`src/rtl/msrs_pkg.sv`:
```
// msrs_pkg: shared types and constants for the motor stall reversing sequencer
// used by msrs_cfg and motor_stall_reversing_sequencer; no dependencies
`default_nettype none

package msrs_pkg;

  // field widths
  localparam int POS_BITS   = 10;
  localparam int TIME_BITS  = 32;
  localparam int LEVEL_BITS = 8;
  localparam int THR_BITS   = 10;
  localparam int MS_BITS    = 16;
  localparam int PHASE_BITS = 2;

  // compare width for position change against threshold
  localparam int DIFF_BITS = (POS_BITS > THR_BITS) ? POS_BITS : THR_BITS;

  // stream payload widths, padded to whole bytes
  localparam int IN_BITS   = POS_BITS + TIME_BITS;
  localparam int IN_BYTES  = (IN_BITS + 7) / 8;
  localparam int IN_W      = IN_BYTES * 8;
  localparam int OUT_BITS  = 2 * LEVEL_BITS + 1 + PHASE_BITS + 1;
  localparam int OUT_BYTES = (OUT_BITS + 7) / 8;
  localparam int OUT_W     = OUT_BYTES * 8;

  // configuration port
  localparam int CFG_IDX_BITS  = 3;
  localparam int CFG_DATA_BITS = MS_BITS;

  localparam logic [CFG_IDX_BITS-1:0] REG_DRIVE_LEVEL   = 3'd0;
  localparam logic [CFG_IDX_BITS-1:0] REG_POT_THRESHOLD = 3'd1;
  localparam logic [CFG_IDX_BITS-1:0] REG_STALL_TIME    = 3'd2;
  localparam logic [CFG_IDX_BITS-1:0] REG_MOVE_TIME     = 3'd3;
  localparam logic [CFG_IDX_BITS-1:0] REG_RECOVER_TIME  = 3'd4;
  localparam logic [CFG_IDX_BITS-1:0] REG_FAULT_HOLD    = 3'd5;

  // register reset values
  localparam logic [LEVEL_BITS-1:0] DRIVE_LEVEL_RST   = 8'd150;
  localparam logic [THR_BITS-1:0]   POT_THRESHOLD_RST = 10'd3;
  localparam logic [MS_BITS-1:0]    STALL_TIME_RST    = 16'd2000;
  localparam logic [MS_BITS-1:0]    MOVE_TIME_RST     = 16'd4000;
  localparam logic [MS_BITS-1:0]    RECOVER_TIME_RST  = 16'd1000;
  localparam logic [MS_BITS-1:0]    FAULT_HOLD_RST    = 16'd150;

  // phase codes
  localparam logic [PHASE_BITS-1:0] PH_RIGHT   = 2'd0;
  localparam logic [PHASE_BITS-1:0] PH_LEFT    = 2'd1;
  localparam logic [PHASE_BITS-1:0] PH_RECOVER = 2'd2;

  typedef struct packed {
    logic [LEVEL_BITS-1:0] drive_level;
    logic [THR_BITS-1:0]   pot_threshold;
    logic [MS_BITS-1:0]    still_limit_ms;
    logic [MS_BITS-1:0]    move_time_ms;
    logic [MS_BITS-1:0]    recover_time_ms;
    logic [MS_BITS-1:0]    fault_hold_ms;
  } cfg_t;

endpackage

`default_nettype wire

```
`src/rtl/msrs_cfg.sv`:
```
// msrs_cfg: configuration register file of the sequencer
// depends on msrs_pkg
`default_nettype none

module msrs_cfg (
  input  wire logic                               clk,
  input  wire logic                               rst,
  input  wire logic                               cfg_valid,
  output logic                                    cfg_ready,
  input  wire logic [msrs_pkg::CFG_IDX_BITS-1:0]  cfg_index,
  input  wire logic [msrs_pkg::CFG_DATA_BITS-1:0] cfg_data,
  output msrs_pkg::cfg_t                          cfg
);
  import msrs_pkg::*;

  // writes are always taken
  assign cfg_ready = 1'b1;

  // register writes, out-of-range indexes ignored
  always_ff @(posedge clk) begin
    if (rst) begin
      cfg.drive_level     <= DRIVE_LEVEL_RST;
      cfg.pot_threshold   <= POT_THRESHOLD_RST;
      cfg.still_limit_ms  <= STALL_TIME_RST;
      cfg.move_time_ms    <= MOVE_TIME_RST;
      cfg.recover_time_ms <= RECOVER_TIME_RST;
      cfg.fault_hold_ms   <= FAULT_HOLD_RST;
    end else if (cfg_valid) begin
      case (cfg_index)
        REG_DRIVE_LEVEL:   cfg.drive_level     <= cfg_data[LEVEL_BITS-1:0];
        REG_POT_THRESHOLD: cfg.pot_threshold   <= cfg_data[THR_BITS-1:0];
        REG_STALL_TIME:    cfg.still_limit_ms  <= cfg_data[MS_BITS-1:0];
        REG_MOVE_TIME:     cfg.move_time_ms    <= cfg_data[MS_BITS-1:0];
        REG_RECOVER_TIME:  cfg.recover_time_ms <= cfg_data[MS_BITS-1:0];
        REG_FAULT_HOLD:    cfg.fault_hold_ms   <= cfg_data[MS_BITS-1:0];
        default: begin
        end
      endcase
    end
  end

endmodule

`default_nettype wire

```
`src/rtl/motor_stall_reversing_sequencer.sv`:
```
// Motor stall reversing sequencer. Each input beat is one position sample with a
// millisecond timestamp and yields exactly one output beat with the drive levels,
// driver enable, phase and a stall flag. The block runs right, then left, reversing
// after move_time_ms; a position change at or below pot_threshold lasting longer than
// still_limit_ms is a stall, which starts a recovery phase (drives zero, enable low for
// fault_hold_ms) that resumes moving right after recover_time_ms. A beat passes an
// input register and an output register; one beat is taken every cycle while the output
// is free, the sequencer state being updated in the single step between the two.
// Configuration writes are to be made only while no beat is in flight.
//
// depends on msrs_pkg and msrs_cfg
`default_nettype none

module motor_stall_reversing_sequencer (
  input  wire logic                               clk,
  input  wire logic                               rst,
  // stream in; tdata: pot_sample, now_ms
  input  wire logic                               s_tvalid,
  output logic                                    s_tready,
  input  wire logic [msrs_pkg::IN_W-1:0]          s_tdata,
  // stream out; tdata: right_drive, left_drive, driver_enable, phase, stall_event
  output logic                                    m_tvalid,
  input  wire logic                               m_tready,
  output logic [msrs_pkg::OUT_W-1:0]              m_tdata,
  // configuration writes
  input  wire logic                               cfg_valid,
  output logic                                    cfg_ready,
  input  wire logic [msrs_pkg::CFG_IDX_BITS-1:0]  cfg_index,
  input  wire logic [msrs_pkg::CFG_DATA_BITS-1:0] cfg_data
);
  import msrs_pkg::*;

  cfg_t cfg;

  msrs_cfg u_cfg (
    .clk       (clk),
    .rst       (rst),
    .cfg_valid (cfg_valid),
    .cfg_ready (cfg_ready),
    .cfg_index (cfg_index),
    .cfg_data  (cfg_data),
    .cfg       (cfg)
  );

  // input register
  logic                 in_valid;
  logic [POS_BITS-1:0]  in_pos;
  logic [TIME_BITS-1:0] in_now;

  // output register
  logic                  out_valid;
  logic [LEVEL_BITS-1:0] out_right;
  logic [LEVEL_BITS-1:0] out_left;
  logic                  out_enable;
  logic [PHASE_BITS-1:0] out_phase;
  logic                  out_event;

  // sequencer state
  logic [PHASE_BITS-1:0] phase_reg, phase_next;
  logic [TIME_BITS-1:0]  phase_start, phase_start_next;
  logic [TIME_BITS-1:0]  still_since, still_since_next;
  logic                  still_timing, still_timing_next;
  logic [POS_BITS-1:0]   last_position, last_position_next;

  // step results
  logic [LEVEL_BITS-1:0] right_drive, left_drive;
  logic                  driver_enable, stall_event;

  logic out_free, advance;

  assign out_free = !out_valid || m_tready;
  assign advance  = in_valid && out_free;
  assign s_tready = !in_valid || out_free;

  // input register load
  always_ff @(posedge clk) begin
    if (rst) begin
      in_valid <= 1'b0;
    end else if (s_tready) begin
      in_valid <= s_tvalid;
    end
  end

  always_ff @(posedge clk) begin
    if (s_tready && s_tvalid) begin
      in_pos <= s_tdata[POS_BITS-1:0];
      in_now <= s_tdata[POS_BITS+TIME_BITS-1:POS_BITS];
    end
  end

  // step logic
  logic                 moving, going_right, drive_on, moved, stall;
  logic [POS_BITS-1:0]  pos_diff;
  logic [TIME_BITS-1:0] still_elapsed, phase_elapsed, hold_elapsed;

  always_comb begin
    moving        = (phase_reg == PH_RIGHT) || (phase_reg == PH_LEFT);
    going_right   = (phase_reg == PH_RIGHT);
    drive_on      = (cfg.drive_level != '0);
    pos_diff      = (in_pos > last_position) ? (in_pos - last_position)
                                             : (last_position - in_pos);
    moved         = DIFF_BITS'(pos_diff) > DIFF_BITS'(cfg.pot_threshold);
    still_elapsed = in_now - still_since;
    phase_elapsed = in_now - phase_start;
    stall         = moving && drive_on && still_timing && !moved
                    && (still_elapsed > TIME_BITS'(cfg.still_limit_ms));

    phase_next         = phase_reg;
    phase_start_next   = phase_start;
    still_since_next   = still_since;
    still_timing_next  = still_timing;
    last_position_next = last_position;
    right_drive        = '0;
    left_drive         = '0;
    stall_event        = 1'b0;

    if (moving) begin
      if (going_right) begin
        right_drive = cfg.drive_level;
      end else begin
        left_drive = cfg.drive_level;
      end
      // still timer
      if (drive_on) begin
        last_position_next = in_pos;
        if (moved || !still_timing) begin
          still_since_next  = in_now;
          still_timing_next = 1'b1;
        end
      end else begin
        still_timing_next = 1'b0;
      end
      // stall, else reversal
      if (stall) begin
        right_drive       = '0;
        left_drive        = '0;
        stall_event       = 1'b1;
        still_timing_next = 1'b0;
        phase_next        = PH_RECOVER;
        phase_start_next  = in_now;
      end else if (phase_elapsed > TIME_BITS'(cfg.move_time_ms)) begin
        right_drive       = '0;
        left_drive        = '0;
        phase_next        = going_right ? PH_LEFT : PH_RIGHT;
        phase_start_next  = in_now;
        still_timing_next = 1'b0;
      end
    end else begin
      // recovery, unused code folds in here
      phase_next = PH_RECOVER;
      if (phase_elapsed > TIME_BITS'(cfg.recover_time_ms)) begin
        phase_next        = PH_RIGHT;
        phase_start_next  = in_now;
        still_timing_next = 1'b0;
      end
    end

    hold_elapsed  = in_now - phase_start_next;
    driver_enable = !((phase_next == PH_RECOVER)
                      && (hold_elapsed < TIME_BITS'(cfg.fault_hold_ms)));
  end

  // state update
  always_ff @(posedge clk) begin
    if (rst) begin
      phase_reg     <= PH_RIGHT;
      phase_start   <= '0;
      still_since   <= '0;
      still_timing  <= 1'b0;
      last_position <= '0;
    end else if (advance) begin
      phase_reg     <= phase_next;
      phase_start   <= phase_start_next;
      still_since   <= still_since_next;
      still_timing  <= still_timing_next;
      last_position <= last_position_next;
    end
  end

  // output register
  always_ff @(posedge clk) begin
    if (rst) begin
      out_valid <= 1'b0;
    end else if (out_free) begin
      out_valid <= in_valid;
    end
  end

  always_ff @(posedge clk) begin
    if (advance) begin
      out_right  <= right_drive;
      out_left   <= left_drive;
      out_enable <= driver_enable;
      out_phase  <= phase_next;
      out_event  <= stall_event;
    end
  end

  assign m_tvalid = out_valid;
  assign m_tdata  = OUT_W'({out_event, out_phase, out_enable, out_left, out_right});

`ifndef SYNTHESIS
  // a stall result is in recovery with both drives off
  a_stall_recover: assert property (@(posedge clk) disable iff (rst)
    out_valid && out_event |-> out_phase == PH_RECOVER && out_right == '0
                               && out_left == '0)
    else $error("stall beat not in recovery with drives off");

  // any drive applied means a moving phase with enable released
  a_drive_enabled: assert property (@(posedge clk) disable iff (rst)
    out_valid && (out_right != '0 || out_left != '0) |->
      out_enable && out_phase != PH_RECOVER)
    else $error("drive applied while recovering or disabled");

  // never both drives at once
  a_one_drive: assert property (@(posedge clk) disable iff (rst)
    out_valid |-> out_right == '0 || out_left == '0)
    else $error("both drives active");

  // a beat leaving the input register lands in the output register
  a_advance: assert property (@(posedge clk) disable iff (rst)
    advance |=> out_valid)
    else $error("beat lost between stages");

  // entering or staying in recovery stops the still timer
  a_recover_timer: assert property (@(posedge clk) disable iff (rst)
    advance && phase_next == PH_RECOVER |=> !still_timing)
    else $error("still timer running during recovery");
`endif

endmodule

`default_nettype wire

```
`config.mk`:
```
export PLATFORM = sky130hd
export DESIGN_NAME = motor_stall_reversing_sequencer
export DESIGN_NICKNAME = d
export VERILOG_FILES = /design/src/rtl/msrs_pkg.sv /design/src/rtl/msrs_cfg.sv /design/src/rtl/motor_stall_reversing_sequencer.sv
export SDC_FILE = /design/constraint.sdc
export NUM_CORES = 1
export LEC_CHECK = 0
export BUFFER_PORTS_ARGS = -buffer_cell sky130_fd_sc_hd__buf_4
export CORE_MARGIN = 2
export CORE_UTILIZATION = 55
export CTS_BUF_LIST = sky130_fd_sc_hd__clkbuf_16
export CTS_CLUSTER_SIZE = 20
export DETAILED_ROUTE_END_ITERATION = 16
export PLACE_DENSITY = 0.78
export REMOVE_ABC_BUFFERS = 1
export SETUP_SLACK_MARGIN = 0.5
export SYNTH_ARGS = -nofsm -noshare
export SYNTH_HDL_FRONTEND = slang
export SYNTH_SLANG_ARGS = --single-unit
export TNS_END_PERCENT = 1
```
`constraint.sdc`:
```
create_clock -name clk -period 8.47 [get_ports clk]
set_input_delay 0.847 -clock clk [delete_from_list [all_inputs] [get_ports clk]]
set_output_delay 0.847 -clock clk [all_outputs]
set_load 0.02 [all_outputs]
```
---- After elaboration in Yosys (flattened, before gate mapping) ----
Index checks and enable logic that the tools add are counted.
operators by class
  add/subtract/negate cells ............... 5
  equal/unequal tests ..................... 8
  reductions and logical operators ........ 31
  multiplexer cells ....................... 17
  bitwise gates (word level) .............. 2
  magnitude comparators ................... 6
operators with widths
  operator            number
  $mux 32             4
  $gt 32x16->1        3
  $sub 32x32->32      3
  $lt 32x16->1        1
  $gt 10x10->1        2
  $sub 10x10->10      2
  $reduce_and 2->1    6
  $mux 10             1
  $mux 1              8
  $mux 2              4
  $reduce_bool 8->1   1
  $reduce_or 4->1     2
  $logic_and 1x1->1   7
  $eq 3x2->1 const B  2
  $eq 3x3->1 const B  2
  $reduce_and 3->1    2
  $logic_not 1->1     5
  $ne 5x2->1 const B  1
  $logic_or 1x1->1    4
  $reduce_and 4->1    1
  $eq 3x1->1 const B  1
  $logic_not 3->1     1
  $eq 2x1->1 const B  1
  $eq 2x2->1 const B  1
  3 further kinds     4
storage, ports and cells
  output and inout port bits .............. 27
  input port bits ......................... 72
  bits in registers ....................... 223

---- Depth between registers and ports, before layout ----
  word-level depth ........................ 12
  gate-level depth with buffers ........... 50
  mapped depth without buffers ............ 49

---- Hierarchy ----
A second synthesis with hierarchy kept.
unflattened totals
  cells, all modules ...................... 2008
  area total of the unflattened synthesis .. 16980.0 sq um
modules (own cells, without submodules)
  module                           cells each  seq. area each (sq um)  area an instance (sq um)  instances
  motor_stall_reversing_sequencer  1696        3443.3                  13683.1                   1
  msrs_cfg                         312         1641.6                  3296.9                    1

---- Worst setup path before layout ----
No wires, ideal clock.
  path type ............................... reg-to-reg
  start ................................... register in_now[1]
  end ..................................... register out_enable (data pin)
  path slack .............................. -0.731 ns
  required time ........................... 8.198 ns
  clock period less this slack ............ 9.201 ns
  library setup time ...................... 0.272 ns
  cell stages (with the launch flop) ...... 44
  data arrival time ....................... 8.929 ns
  cell sequence ........................... edfxtp_1 > ha_1 > nor2b_1 > o31a_1 > o31ai_2 > nor2_1 > nor2_1 > o21ai_0 > a21o_1 > a21oi_1 > xnor2_1 > ha_1 > and4_1 > a221oi_1 > a22oi_1 > nor4_1 > o2111ai_1 > a2111oi_0 > [8 not listed] > a2111oi_0 > nand2b_1 > nand2_1 > a21oi_1 > nor2b_1 > o21ai_0 > nand2b_1 > a21oi_1 > xnor2_1 > ha_1 > nor2b_1 > o21ai_0 > o311ai_0 > nor4_1 > or4b_1 > nor4_1 > nand4_1 > or4_1
between the ends
  cells in the longest elaborated chain, start to end .. 9
  elaborated cells between the ends (all ways) .. 19
  those cells by class .................... add/sub: 3; order compare: 4; eq/ne: 1; mux: 8; reduce/logical: 3
RTL lines
  element                                       line                                                                            text
  from (decl)                                   motor_stall_reversing_sequencer.sv:48                                           logic [TIME_BITS-1:0] in_now;
  from (signal assigned)                        motor_stall_reversing_sequencer.sv:87                                           in_now <= s_tdata[POS_BITS+TIME_BITS-1:POS_BITS];
  $sub 32x32->32, on equally long branches      motor_stall_reversing_sequencer.sv:104, motor_stall_reversing_sequencer.sv:103
  $gt 32x16->1, on equally long branches        motor_stall_reversing_sequencer.sv:141, motor_stall_reversing_sequencer.sv:106
  $mux 32 or $logic_and 1x1->1 (tied branches)  motor_stall_reversing_sequencer.sv:141, motor_stall_reversing_sequencer.sv:106
  $mux 32                                       motor_stall_reversing_sequencer.sv:134                                          if (stall) begin
  $mux 32                                       motor_stall_reversing_sequencer.sv:117                                          if (moving) begin
  $sub 32x32->32                                motor_stall_reversing_sequencer.sv:158                                          hold_elapsed = in_now - phase_start_next;
  $lt 32x16->1                                  motor_stall_reversing_sequencer.sv:160                                          && (hold_elapsed < TIME_BITS'(cfg.fault_hold_ms)));
  $logic_and 1x1->1 *                           motor_stall_reversing_sequencer.sv:160
  $logic_not 1->1 *                             motor_stall_reversing_sequencer.sv:159                                          driver_enable = !((phase_next == PH_RECOVER)
  net driver_enable                             motor_stall_reversing_sequencer.sv:67                                           logic driver_enable, stall_event;
  to (signal assigned)                          motor_stall_reversing_sequencer.sv:193                                          out_enable <= driver_enable;
  to (decl)                                     motor_stall_reversing_sequencer.sv:54                                           logic out_enable;
The timed path passes the listed nets; every way through them passes the cells marked *.
A chain may end at the register's enable or synchronous reset.

---- Final worst setup path ----
  start ................................... register in_pos[0]
  end ..................................... register out_enable (data pin)
between the ends
  cells in the longest elaborated chain, start to end .. 12
  elaborated cells between the ends (all ways) .. 17
  those cells by class .................... add/sub: 3; order compare: 3; eq/ne: 1; mux: 5; reduce/logical: 5
RTL lines
  element                                       line                                    text
  from (decl)                                   motor_stall_reversing_sequencer.sv:47   logic [POS_BITS-1:0] in_pos;
  from (signal assigned)                        motor_stall_reversing_sequencer.sv:86   in_pos <= s_tdata[POS_BITS-1:0];
  $sub 10x10->10, or another cell as far along  motor_stall_reversing_sequencer.sv:101  : (last_position - in_pos);
  $mux 10 *                                     motor_stall_reversing_sequencer.sv:100  pos_diff = (in_pos > last_position) ? (in_pos - last_position)
  $gt 10x10->1 *                                motor_stall_reversing_sequencer.sv:102  moved = DIFF_BITS'(pos_diff) > DIFF_BITS'(cfg.pot_threshold);
  $logic_not 1->1 *                             motor_stall_reversing_sequencer.sv:105  stall = moving && drive_on && still_timing && !moved
  $logic_and 1x1->1 *                           motor_stall_reversing_sequencer.sv:105
  $logic_and 1x1->1 *                           motor_stall_reversing_sequencer.sv:106  && (still_elapsed > TIME_BITS'(cfg.still_limit_ms));
  $mux 32                                       motor_stall_reversing_sequencer.sv:134
  $mux 32                                       motor_stall_reversing_sequencer.sv:117
  $sub 32x32->32                                motor_stall_reversing_sequencer.sv:158
  $lt 32x16->1                                  motor_stall_reversing_sequencer.sv:160
  $logic_and 1x1->1 *                           motor_stall_reversing_sequencer.sv:160
  $logic_not 1->1 *                             motor_stall_reversing_sequencer.sv:159
  net driver_enable                             motor_stall_reversing_sequencer.sv:67
Marked as above.

==> qor.csv <==
metric,value,unit
status,"finished, violations left",
violated checks,setup timing,
fmax,103,MHz
max reg flops,82,
WP data required,8.77,ns
Synth Area in XOR/XNOR,3.47,%
CTS Root Cell,clkbuf_16,
Crit path top cell by count,a21o_1,
crit end category,register,
Worst setup SP type,register,
GR Util All Layers,31.3,%
Hold Startpoint,u_cfg.cfg[11],
CTS Hold Bufs,0,
Routed WL,52000,um
number of fill cells,2320,
top cell type's share of synthesized area,19.1,%
Slowest Stage Delay on Critical Path,0.51,ns
PnR worst setup slack,-1.23,ns
"Clk pin slew, worst setup/hold paths",0.06,ns
die area,0.0322,sq mm
die height,179,um
dpl cells,2844,
Critical Path Start,in_pos[0],
worst-path fanout max,12,
Final period util,114,%
Post-synth top flop,dfxtp_1,
top-count cell post-synth,nand2_1,
port bufs,87,
max-slew violations,0,
Period minus WS final,9.70,ns
post-route cell area,0.0218,sq mm
Max clock buf depth,3,
initial antenna violation count,0,
Yosys top cell by area,dfxtp_1,
critical path class,reg -> reg,
Via density,5.79,
Max Clock Skew,0.0146,ns
max cap viols,0,
"top cells by area, synth","dfxtp_1 19%, ha_1 14%, edfxtp_1 11%",
H-tree level count,1,
# setup viols final,1,
share of layout cells above drive strength 1,23.7,%
Post-Place Worst Slack,-1.83,ns
"Clk Latency, worst-skew pair",0.57,ns
simple logic cell fraction of the synthesized area,20.5,%
total CTS buffers,27,
Mean Syn Cell Area,8.19,sq um
post-synthesis mux area share,5.42,%
Via Count,16900,
area grow syn2layout,29.0,%
Largest Register,u_cfg.cfg,
IO Pins,99,
Slew headroom,18.4,%
Final ANT Viol Nets,0,
critical path arrival,9.99,ns
initial DRC count,1258,
setup TNS,-1.23,ns
main combinational cell family by area after synthesis,simple AND/OR/NAND/NOR gates,
Power Dens Cells,165,mW/mm^2
die span in x,179,um
RR Startpoint,in_pos[0],
vias in the first global route,16500,
P_leak,9.59,nW
Synth Area in Compound Gates,19.6,%
gpl congestion,1.03,
Tightest Pin Transition,1.22,ns
CTS Sinks,223,
sequential area share after synthesis,30.1,%
Starting Density,55.6,%
#FFs+latches synth,223,
TritonCTS clock tree,yes,
drt pass-1 iters,5,
VDD IR max,0.000182,V
Post-Synth Adder-Cell Area,14.4,%
Unique masters post-synth,86,
"Cell Area, Synth",0.0169,sq mm
Rows,64,
final-stage net count,2763,
# diodes,0,
Post-synth EDFFs,62,
Hold WC Path Type,reg -> reg,
critical path's slowest cell,or4b_4,
Post-route DRC,0,
buffers and inverters on the worst path,6,
Hold Slack,0.456,ns
Yosys Warn Count,0,
Worst path top cell family by delay,compound AO/OA/AOI/OAI gates,
pin count of the biggest net entering global routing,113,
Syn Inst Count,2065,
RSZ-0062 raised after global routing,yes,
Synth top cells by count,"225 x nand2_1, 213 x a21oi_1, 187 x ha_1, 187 x inv_1, 161 x dfxtp_1",
DPL Wire Length,38500,um
share of synthesized registers carrying an async set or reset,0,%
Fin. Hold Viols,0,
Core ar.,0.0304,sq mm
drt wl/cell,17.8,um
grt total ovfl,0,
fin cells,2916,
first-pass GRT wire length,81200,um
Post-DP Area,0.0205,sq mm
==> cell families (layout without fill, tap and decap cells) <==
kind of cell               after synthesis  after routing
AOI/OAI and AO/OA                      517            517
xor gates and xnor gates                67             67
adders and majority gates              192            192
buffers and inverters                  272            724
DFF                                    223            223
muxes                                   91             91
other                                    2              5
and+or+nand+nor                        701            701
==> worst register-to-register path, delay by kind of cell (launching register included) <==
kind / cells / cell delay [ns]
buffers and inverters: 6 / 0.84
XOR/XNOR: 2 / 0.29
AND/OR/NAND/NOR: 15 / 2.46
adder cells (fa/ha/maj): 5 / 1.42
AO/OA/AOI/OAI: 20 / 3.52
multiplexers: 2 / 0.50
flip-flops: 1 / 0.38
==> layout by cell type (no fill, tap or decap), types with 8 or more instances in the layout <==
cell type	instances
a21o_1	63
nor3_1	32
edfxtp_1	62
xor2_1	25
o21bai_1	8
nor4_1	10
nand2_1	224
nand4_1	37
nand3b_1	23
o31a_1	10
o211ai_1	13
o21a_1	21
and2_1	22
nand2b_1	80
mux2i_1	83
o21ai_1	10
nand3_1	36
xnor2_1	42
dfxtp_1	161
or4_1	8
buf_4	484
nor2b_1	17
a211oi_1	10
a31oi_1	12
and3_1	8
a21oi_1	207
clkbuf_16	27
ha_1	185
nor2_1	153
o21ai_0	58
or3_1	10
a211o_1	13
inv_1	188
==> repair_timing <==
item / in CTS / in global routing
buffers inserted: 14 / 8
gates resized for setup: 42 / 13
endpoints found under the hold margin: 0 / 0
pin swaps: 46 / 22
setup endpoints to repair: 1 / 1
==> layout make-up <==
class                   instances  area (sq um)  area share, %
clock buffers                  27           676           3.10
clock inverters                23           233           1.07
inverters                     188           706           3.23
multi-input cells            1573         11000           50.2
flip-flops and latches        223          5080           23.3
well taps                     396           495           2.27
repair buffers                486          3660           16.8
==> per-layer routing <==
layer	vias up	global-route usage, %	wire (um)
li1	8201	-	-
met1	7995	38.3	21600
met2	554	55.8	25300
met3	147	3.54	2840
met4	0	12.9	2280
met5	-	0	0
==> power by group <==
group	switching, mW	internal [mW]	total (mW)	leakage (nW)
combinational	0.639	0.585	1.22	7.24
clock	0.496	0.706	1.20	0.451
sequential	0.0282	1.14	1.17	1.90
total	1.16	2.43	3.60	9.59
==> final timing paths <==
check | cells past startpoint | slack [ns] | endpoint
max reg2reg | 50 | -1.23 | out_enable
min | 2 | 0.46 | u_cfg.cfg[11]
max | 50 | -1.23 | out_enable
min reg2reg | 2 | 0.46 | u_cfg.cfg[11]
==> through the flow <==
step	util [%]	power (mW)
after floorplan	-	1.84
after global placement	67.5	2.30
after detailed placement	67.5	2.34
after CTS	71.3	3.58
after global routing	71.7	3.76
final	71.7	3.60
No activity file was read; power rests on OpenSTA's default activity.
